**src/rtl/rrpf_pkg.sv**
```systemverilog
// Package for the ramp rise point finder: widths, defaults, status codes
// and the result record. Depends on nothing.
package rrpf_pkg;

    localparam int SAMPLE_W        = 12;
    localparam int POINT_W         = 12;
    localparam int MAX_SAMPLES_DEF = 4096;
    localparam int LOW_LIMIT_DEF   = 409;
    localparam int SAT_LEVEL       = 4094;
    localparam int UPPER_LIMIT_RST = 2784;
    // First sample index at which the three-sample window can qualify point A
    localparam int FIRST_CHECK_IDX = 4;
    // Point B this close or closer to point A counts as overflow
    localparam int MIN_SPACING     = 2;

    // Stream widths; tdata widths padded to whole bytes
    localparam int S_TDATA_W = 16;
    localparam int M_TDATA_W = 40;
    localparam int M_TUSER_W = 2;

    // Configuration port
    localparam int APB_ADDR_W = 3;
    localparam int APB_DATA_W = 32;
    // Register number taken from the address above the word offset
    localparam logic REG_UPPER_LIMIT = 1'b0;

    typedef enum logic [1:0] {
        ST_OK        = 2'd0,
        ST_UNDERFLOW = 2'd1,
        ST_OVERFLOW  = 2'd2
    } t_status;

    typedef struct packed {
        t_status              status;
        logic [POINT_W-1:0]   point_a;
        logic [POINT_W-1:0]   point_b;
        logic [POINT_W-1:0]   spacing;
    } t_result;

endpackage

```
**src/rtl/rrpf_search.sv**
```systemverilog
// Capture search for the ramp rise point finder: sample window, point A and
// point B tracking, and the status of a finished capture. Uses rrpf_pkg.
module rrpf_search #(
    parameter int MAX_SAMPLES = rrpf_pkg::MAX_SAMPLES_DEF,
    parameter int LOW_LIMIT   = rrpf_pkg::LOW_LIMIT_DEF
) (
    input  logic                           i_clk,
    input  logic                           i_rst_n,
    input  logic [rrpf_pkg::SAMPLE_W-1:0]  i_upper_limit,
    input  logic                           i_valid,
    input  logic [rrpf_pkg::SAMPLE_W-1:0]  i_sample,
    input  logic                           i_last,
    output logic                           o_push,
    output rrpf_pkg::t_result              o_result
);
    import rrpf_pkg::*;

    localparam int IDX_W = $clog2(MAX_SAMPLES + 1);

    logic [IDX_W-1:0]    r_idx, n_idx;
    logic [SAMPLE_W-1:0] r_win0, n_win0;
    logic [SAMPLE_W-1:0] r_win1, n_win1;
    logic                r_found_a, n_found_a;
    logic [IDX_W-1:0]    r_a_idx, n_a_idx;
    logic                r_a_sat, n_a_sat;
    logic                r_found_b, n_found_b;
    logic [IDX_W-1:0]    r_b_idx, n_b_idx;
    logic                r_b_sat, n_b_sat;

    logic                active;
    logic                s_above;
    logic                w1_above;
    logic                a_qual;
    logic [IDX_W-1:0]    span;

    // Qualify point A from the window and the new sample, catch point B
    always_comb begin
        active   = r_idx < IDX_W'(MAX_SAMPLES);
        s_above  = i_sample > i_upper_limit;
        w1_above = r_win1 > i_upper_limit;
        a_qual   = !r_found_a && (r_idx >= IDX_W'(FIRST_CHECK_IDX))
                   && (r_win0 > SAMPLE_W'(LOW_LIMIT))
                   && (r_win0 <= r_win1) && (r_win1 <= i_sample);

        n_idx     = r_idx;
        n_win0    = r_win0;
        n_win1    = r_win1;
        n_found_a = r_found_a;
        n_a_idx   = r_a_idx;
        n_a_sat   = r_a_sat;
        n_found_b = r_found_b;
        n_b_idx   = r_b_idx;
        n_b_sat   = r_b_sat;

        if (active) begin
            if (r_found_a && !r_found_b && s_above) begin
                n_found_b = 1'b1;
                n_b_idx   = r_idx;
                n_b_sat   = i_sample >= SAMPLE_W'(SAT_LEVEL);
            end
            if (a_qual) begin
                n_found_a = 1'b1;
                n_a_idx   = r_idx - IDX_W'(2);
                n_a_sat   = r_win0 >= SAMPLE_W'(SAT_LEVEL);
                // B may already sit one or two samples after A
                if (w1_above) begin
                    n_found_b = 1'b1;
                    n_b_idx   = r_idx - IDX_W'(1);
                    n_b_sat   = r_win1 >= SAMPLE_W'(SAT_LEVEL);
                end else if (s_above) begin
                    n_found_b = 1'b1;
                    n_b_idx   = r_idx;
                    n_b_sat   = i_sample >= SAMPLE_W'(SAT_LEVEL);
                end
            end
            n_win0 = r_win1;
            n_win1 = i_sample;
            n_idx  = r_idx + IDX_W'(1);
        end
    end

    // Form the capture result from the updated search state
    always_comb begin
        span             = n_b_idx - n_a_idx;
        o_push           = i_valid && i_last;
        o_result.status  = ST_OK;
        o_result.point_a = '0;
        o_result.point_b = '0;
        o_result.spacing = '0;
        if (!n_found_a || !n_found_b) begin
            o_result.status = ST_UNDERFLOW;
        end else if (span <= IDX_W'(MIN_SPACING) || n_a_sat || n_b_sat) begin
            o_result.status = ST_OVERFLOW;
        end else begin
            o_result.point_a = POINT_W'(n_a_idx);
            o_result.point_b = POINT_W'(n_b_idx);
            o_result.spacing = POINT_W'(span);
        end
    end

    // Advance the search on each sample, clear it after the last one
    always_ff @(posedge i_clk) begin
        if (!i_rst_n) begin
            r_idx     <= '0;
            r_found_a <= 1'b0;
            r_found_b <= 1'b0;
        end else if (i_valid) begin
            if (i_last) begin
                r_idx     <= '0;
                r_found_a <= 1'b0;
                r_found_b <= 1'b0;
            end else begin
                r_idx     <= n_idx;
                r_found_a <= n_found_a;
                r_found_b <= n_found_b;
            end
        end
    end

    // Hold window and point payload
    always_ff @(posedge i_clk) begin
        if (i_valid) begin
            r_win0  <= n_win0;
            r_win1  <= n_win1;
            r_a_idx <= n_a_idx;
            r_a_sat <= n_a_sat;
            r_b_idx <= n_b_idx;
            r_b_sat <= n_b_sat;
        end
    end

endmodule

```
**src/rtl/rrpf_out.sv**
```systemverilog
// Result register with skid stage for the ramp rise point finder.
// Uses rrpf_pkg for the result record and stream widths.
module rrpf_out (
    input  logic                            i_clk,
    input  logic                            i_rst_n,
    input  logic                            i_push,
    input  rrpf_pkg::t_result               i_result,
    output logic                            o_ready,
    output logic                            o_valid,
    input  logic                            i_take_ready,
    output logic [rrpf_pkg::M_TDATA_W-1:0]  o_tdata,
    output logic [rrpf_pkg::M_TUSER_W-1:0]  o_tuser
);
    import rrpf_pkg::*;

    logic    r_main_valid;
    logic    r_skid_valid;
    t_result r_main;
    t_result r_skid;
    logic    take;

    assign take    = r_main_valid && i_take_ready;
    assign o_ready = !r_skid_valid;
    assign o_valid = r_main_valid;
    assign o_tdata = {(M_TDATA_W - 3 * POINT_W)'(0),
                      r_main.spacing, r_main.point_b, r_main.point_a};
    assign o_tuser = r_main.status;

    // Track occupancy of the main and skid slots
    always_ff @(posedge i_clk) begin
        if (!i_rst_n) begin
            r_main_valid <= 1'b0;
            r_skid_valid <= 1'b0;
        end else if (r_skid_valid) begin
            if (take) begin
                r_skid_valid <= 1'b0;
            end
        end else if (i_push) begin
            if (r_main_valid && !take) begin
                r_skid_valid <= 1'b1;
            end else begin
                r_main_valid <= 1'b1;
            end
        end else if (take) begin
            r_main_valid <= 1'b0;
        end
    end

    // Move payload into the free slot, drain skid on a transaction
    always_ff @(posedge i_clk) begin
        if (r_skid_valid) begin
            if (take) begin
                r_main <= r_skid;
            end
        end else if (i_push) begin
            if (r_main_valid && !take) begin
                r_skid <= i_result;
            end else begin
                r_main <= i_result;
            end
        end
    end

endmodule

```
**src/rtl/ramp_rise_point_finder.sv**
```systemverilog
// Ramp rise point finder: stream sample search with an APB threshold register.
// Depends on rrpf_pkg, rrpf_search and rrpf_out.
//
// Use: feed ADC samples of one charging ramp on the s_axis channel,
// tdata[11:0] = sample, tlast on the final sample of the capture. Point A is
// the first index from 2 on above the low limit followed by two
// non-decreasing samples; point B the first later index above upper_limit.
// One result per capture leaves on m_axis: tuser = status (ok, underflow,
// overflow), tdata = point A, point B and their spacing.
// Throughput: one sample per cycle while s_axis_tready is high; the search is a
// single compare pass on a two-sample window between state and result registers.
// Output: the result register, or the skid slot while that register is still full,
// loads at the edge taking the last sample; m_axis_tvalid is high right after it.
// Stall: the output has a result register and a skid slot; s_axis_tready
// drops only while both hold results, and no result is lost or repeated.
// Reset (synchronous, active low) sets upper_limit to 2784, clears the
// capture search and empties the output slots.
// Write upper_limit at byte address 0 over APB only while idle.
module ramp_rise_point_finder #(
    parameter int MAX_SAMPLES = rrpf_pkg::MAX_SAMPLES_DEF,
    parameter int LOW_LIMIT   = rrpf_pkg::LOW_LIMIT_DEF
) (
    input  logic                             i_clk,
    input  logic                             i_rst_n,
    // sample stream in
    input  logic                             s_axis_tvalid,
    output logic                             s_axis_tready,
    input  logic [rrpf_pkg::S_TDATA_W-1:0]   s_axis_tdata,  // [11:0] sample, rest zero
    input  logic                             s_axis_tlast,
    // result stream out
    output logic                             m_axis_tvalid,
    input  logic                             m_axis_tready,
    // [11:0] point_a, [23:12] point_b, [35:24] spacing, [39:36] zero
    output logic [rrpf_pkg::M_TDATA_W-1:0]   m_axis_tdata,
    output logic [rrpf_pkg::M_TUSER_W-1:0]   m_axis_tuser,  // [1:0] status
    // configuration
    input  logic                             psel,
    input  logic                             penable,
    input  logic                             pwrite,
    input  logic [rrpf_pkg::APB_ADDR_W-1:0]  paddr,
    input  logic [rrpf_pkg::APB_DATA_W-1:0]  pwdata,
    output logic [rrpf_pkg::APB_DATA_W-1:0]  prdata,
    output logic                             pready
);
    import rrpf_pkg::*;

    logic [SAMPLE_W-1:0] r_upper_limit;
    logic                accept;
    logic                push;
    t_result             result;

    assign pready = 1'b1;
    assign accept = s_axis_tvalid && s_axis_tready;

    // Write the threshold register on the access phase
    always_ff @(posedge i_clk) begin
        if (!i_rst_n) begin
            r_upper_limit <= SAMPLE_W'(UPPER_LIMIT_RST);
        end else if (psel && penable && pwrite && pready
                     && paddr[APB_ADDR_W-1] == REG_UPPER_LIMIT) begin
            r_upper_limit <= pwdata[SAMPLE_W-1:0];
        end
    end

    // Read back the threshold register
    always_comb begin
        prdata = '0;
        if (paddr[APB_ADDR_W-1] == REG_UPPER_LIMIT) begin
            prdata = APB_DATA_W'(r_upper_limit);
        end
    end

    rrpf_search #(
        .MAX_SAMPLES (MAX_SAMPLES),
        .LOW_LIMIT   (LOW_LIMIT)
    ) u_search (
        .i_clk         (i_clk),
        .i_rst_n       (i_rst_n),
        .i_upper_limit (r_upper_limit),
        .i_valid       (accept),
        .i_sample      (s_axis_tdata[SAMPLE_W-1:0]),
        .i_last        (s_axis_tlast),
        .o_push        (push),
        .o_result      (result)
    );

    rrpf_out u_out (
        .i_clk        (i_clk),
        .i_rst_n      (i_rst_n),
        .i_push       (push),
        .i_result     (result),
        .o_ready      (s_axis_tready),
        .o_valid      (m_axis_tvalid),
        .i_take_ready (m_axis_tready),
        .o_tdata      (m_axis_tdata),
        .o_tuser      (m_axis_tuser)
    );

endmodule

```
**config.mk**
```make
export PLATFORM = sky130hd
export DESIGN_NAME = ramp_rise_point_finder
export DESIGN_NICKNAME = d
export VERILOG_FILES = /design/src/rtl/rrpf_pkg.sv /design/src/rtl/rrpf_search.sv /design/src/rtl/rrpf_out.sv /design/src/rtl/ramp_rise_point_finder.sv
export SDC_FILE = /design/constraint.sdc
export NUM_CORES = 1
export LEC_CHECK = 0
export ABC_CLOCK_PERIOD_IN_PS = 7900
export BUFFER_PORTS_ARGS = -buffer_cell sky130_fd_sc_hd__clkbuf_2
export CAP_MARGIN = 40
export CORE_UTILIZATION = 58
export DETAILED_ROUTE_END_ITERATION = 8
export PLACE_DENSITY = 0.89
export SLEW_MARGIN = 40
export SYNTH_ARGS = -nofsm -noshare
export SYNTH_HDL_FRONTEND = slang
export SYNTH_SLANG_ARGS = --single-unit
```
**constraint.sdc**
```tcl
create_clock -name i_clk -period 7.9 [get_ports i_clk]
set_input_delay 0.395 -clock i_clk [delete_from_list [all_inputs] [get_ports i_clk]]
set_output_delay 0.395 -clock i_clk [all_outputs]
set_load 0.005 [all_outputs]
```
==> metrics.md <==
| Metric | Value |
|---|---|
| Synthesized area per cell | 9.73 um^2 |
| NumNets Final | between 1000 and 1500 |
| Synthesis-to-finish area growth | 12.1% |
| Net switching power | 0.578 mW |
| Count leader, synth | edfxtp_1 |
| Warnings, synthesis | 0 |
| Hold depth | 3 |
| Internal | 1.47 mW |
| Critical path class | reg2reg |
| Drt first pass iters | 6 |
| Core Rows | 46 |
| CTS tree | done |
| Lkg Pwr | 4.22 nW |
| Worst-Skew Late Latency | between 400 and 500 ps |
| Most common library cells after synthesis | edfxtp_1 (128), nand2_1 (120), nor2_1 (87) |
| Async SR Flop Fraction | 0 |
| Clock Power Share | 0.414 |
| Post-synth top area cell | edfxtp_1 |
| Pin count of the biggest net entering global routing | 68 |
| IO Port Bufs | 84 |
| CP Launch Type | register |
| Slew Limit Fails | 0 |
| Global route overflow | 0 |
| Ranking of synthesized cells by area | edfxtp_1 (41%), ha_1 (8.6%), dfxtp_1 (6.1%), nand2_1 (4.8%), nor2_1 (3.5%) |
| Die Ht | around 130 um |
| Synth Flop Type | edfxtp_1 |
| Die area | 0.0168 mm^2 |
| Pre-CTS setup slack | approximately 1300 ps |
| Drt wl/cell | 18.2 um |
| Top Metal Used | met4 |
| CTS Buffer Depth | 2 |
| M1 wire length | 9.45 mm |
| Max stage delay on crit path | between 600 and 700 ps |
| Synthesized area | 0.00947 mm^2 |
| CP arrival | between 6000 and 7000 ps |
| DP Wirelength | ~16 mm |
| Worst-path clk slew | about 70 ps |
| Initial core utilization | 0.596 |
| PD cells | 193 mW/mm^2 |
| #FFs+latches synth | roughly 160 |
| Power consumption | 2.05 mW |
| Worst Hold Slack | 184 ps |
| Seq pwr share | 0.458 |
| First-pass GRT wire length | 37.0 mm |
| Wire length on met2 | 11.0 mm |
| Final Util | 0.668 |
| Hold endpoint | r_upper_limit[11] |
| Post-route clock period utilization | 0.855 |
| CP Buf/Inv Count | 3 |
| RSZ-0062 raised after global routing | no |
| PostCTS Resize Cnt | 0 |
| Peak VDD IR | between 0.15 and 0.2 mV |
| EDFF count, synth | 128 |
| RR Endpoint | u_out.o_tdata[1] |
| Cells after Synth | 973 |
| Root buffer cell | clkbuf_16 |
| H-tree depth | 4 |
| Drc violations | 0 |
| Largest delay share family, worst path | compound AO/OA/AOI/OAI gates |
| WL final | between 20 and 25 mm |
| Vias in the first global route | 7331 |
| Met3 WL | ~1.9 mm |
| RR Startpoint | u_search.r_win1[5] |
| Clock skew | 11.2 ps |
| Post-CTS Hold Buffers | 0 |
| Ports | 136 |
| Slew HR | 0.467 |
| Switching Fraction | 0.282 |
| Core area | 0.0159 mm^2 |
| Post-CTS setup buffers | 0 |
| Worst hold path class | in2reg |
| Crit Path Max Fanout | 53 |
| CTS Sinks | 157 |
| DIE WIDTH | roughly 130 um |
| Worst-Margin Slew | 778 ps |
| Share of Yosys cell area claimed by the top area cell type | 0.406 |
| N_diodes | 0 |
| Max Freq | 0.148 GHz |
| Synth cell types | a little over 70 |
| Tmin final | about 6800 ps |
| Final setup vio count | 0 |
| Layout cell share with drive strength beyond 1 | 0.148 |
| Outcome | finished, final reports clean |
| Total GRT Usage | 0.286 |
| Sequential fraction of the synthesis area | 0.467 |
| Req. time, crit path | 8070 ps |
| Max_cap viols | 0 |
| DR vias/cell | 6.20 |
| Number of clock buffers inserted by TritonCTS | 17 |
| Critical path, cell by cell | inv_1, ha_1, a21oi_1, o21ai_0, a221o_1, o21ai_0, o211ai_1, a21oi_1, o22ai_1, inv_1, ha_1, a21o_1, a21o_1, a21oi_1, o21ai_0, or2_2, o2111a_1, nand3_1, o211ai_1, or4b_4, o21ai_4, buf_12, o21ai_1 |
| Final WS setup | 1150 ps |
| HP Start | pwdata[11] |
| Final Wtd Congestion | 0.897 |
| Combinational share of power | 0.129 |
| R2R Setup Slk | 1150 ps |
| Final ANT Viol Nets | 0 |
| Setup crit end kind | register |
| Via Count | between 7000 and 8000 |
| Initial DRC Count | 952 |
| R2R cell count | 23 |
| Final setup TNS | 0 ps |
| Fin. Hold Viols | 0 |
| Slowest-stage cell, CP | a21oi_1 |
| Filler cells | about 1200 |
| Antenna violations before repair | 0 |
## flip-flops by register name, indices dropped and copies added, names as in the netlist
register,flops
u_out.r_skid,38
u_out.o_tdata,36
u_search.r_a_idx,13
u_search.r_b_idx,13
u_search.r_idx,13
r_upper_limit,12
u_search.r_win0,12
u_search.r_win1,12
u_out.o_tuser,2
u_out.o_valid,1
u_out.r_skid_valid,1
u_search.r_a_sat,1
u_search.r_b_sat,1
u_search.r_found_a,1
u_search.r_found_b,1
## layout by cell type (no fill, tap or decap), types with 7 or more instances in the layout
cell type	Yosys	final
nor3_1	23	23
a21o_1	8	8
nor4_1	9	9
mux2_2	10	10
a21boi_0	10	10
nor2_1	87	86
o21a_1	7	7
xnor2_1	8	8
o21ai_0	31	31
nand3_1	20	20
buf_4	27	12
ha_1	65	65
o211ai_1	16	16
mux2i_1	10	10
conb_1	2	25
dfxtp_1	29	28
xor2_1	13	13
clkbuf_16	0	17
nor2b_1	18	18
clkbuf_2	0	84
nand2_1	120	120
a21oi_1	53	53
o31ai_1	32	32
o22ai_1	12	12
edfxtp_1	128	128
nand4_1	23	23
inv_1	73	73
## power groups by stage
stage	Clock, mW	Sequential [mW]	Combinational, mW
2_1_floorplan	0	0.953	0.184
3_3_place_gp	0	0.955	0.244
3_5_place_dp	0	0.956	0.252
4_1_cts	0.850	0.938	0.257
5_1_grt	0.885	0.941	0.290
6_report	0.849	0.939	0.264
## worst max-delay path by stage
| stage | from | end | slack [ps] | cells after the start |
|---|---|---|---|---|
| after floorplan | u_search.r_win1[10] | u_out.r_skid[26] | 2260 | 24 |
| after global placement | s_axis_tdata[10] | u_out.o_tdata[13] | 1400 | 25 |
| after detailed placement | u_search.r_win1[7] | u_out.o_tdata[13] | 1290 | 23 |
| after CTS | u_search.r_win1[7] | u_out.o_tdata[8] | 1260 | 23 |
| after global routing | u_search.r_win1[7] | u_out.o_tdata[13] | 690 | 25 |
| final | u_search.r_win1[5] | u_out.o_tdata[1] | 1150 | 23 |
## logic make-up after synthesis
family | synth area share
simple gates | 0.166
compound gates | 0.168
flops | 0.467
buf+inv | 0.0701
fa+ha+maj | 0.0859
xor+xnor | 0.0194
mux | 0.0225
other cells | 0.000793
## worst min-delay path, stage by stage
cell and delay, ps:
clkbuf_2 70, nand2_1 40, o211ai_1 70
## layer usage
metal	up-vias	global-route usage
li1	3667	-
met1	3725	0.367
met2	435	0.461
met3	77	0.0689
met4	0	0.123
met5	-	0
## final cells by class
type / instances / area, um^2 / area share
well taps: 216 / 270 / 0.0255
repair buffers: 97 / 531 / 0.0500
inverters: 75 / 282 / 0.0265
flip-flops and latches: 157 / 4430 / 0.417
clock buffers: 17 / 425 / 0.0401
clock inverters: 15 / 193 / 0.0182
multi-input cells: 697 / 4480 / 0.423
## per-stage QoR
stage	area [um^2]	std cells
detailed placement	9990	1242
global route	10600	1274
floorplan	9550	996
global placement	9980	1242
finish	10600	1274
CTS	10600	1274
(Power assumes the default switching activity.)
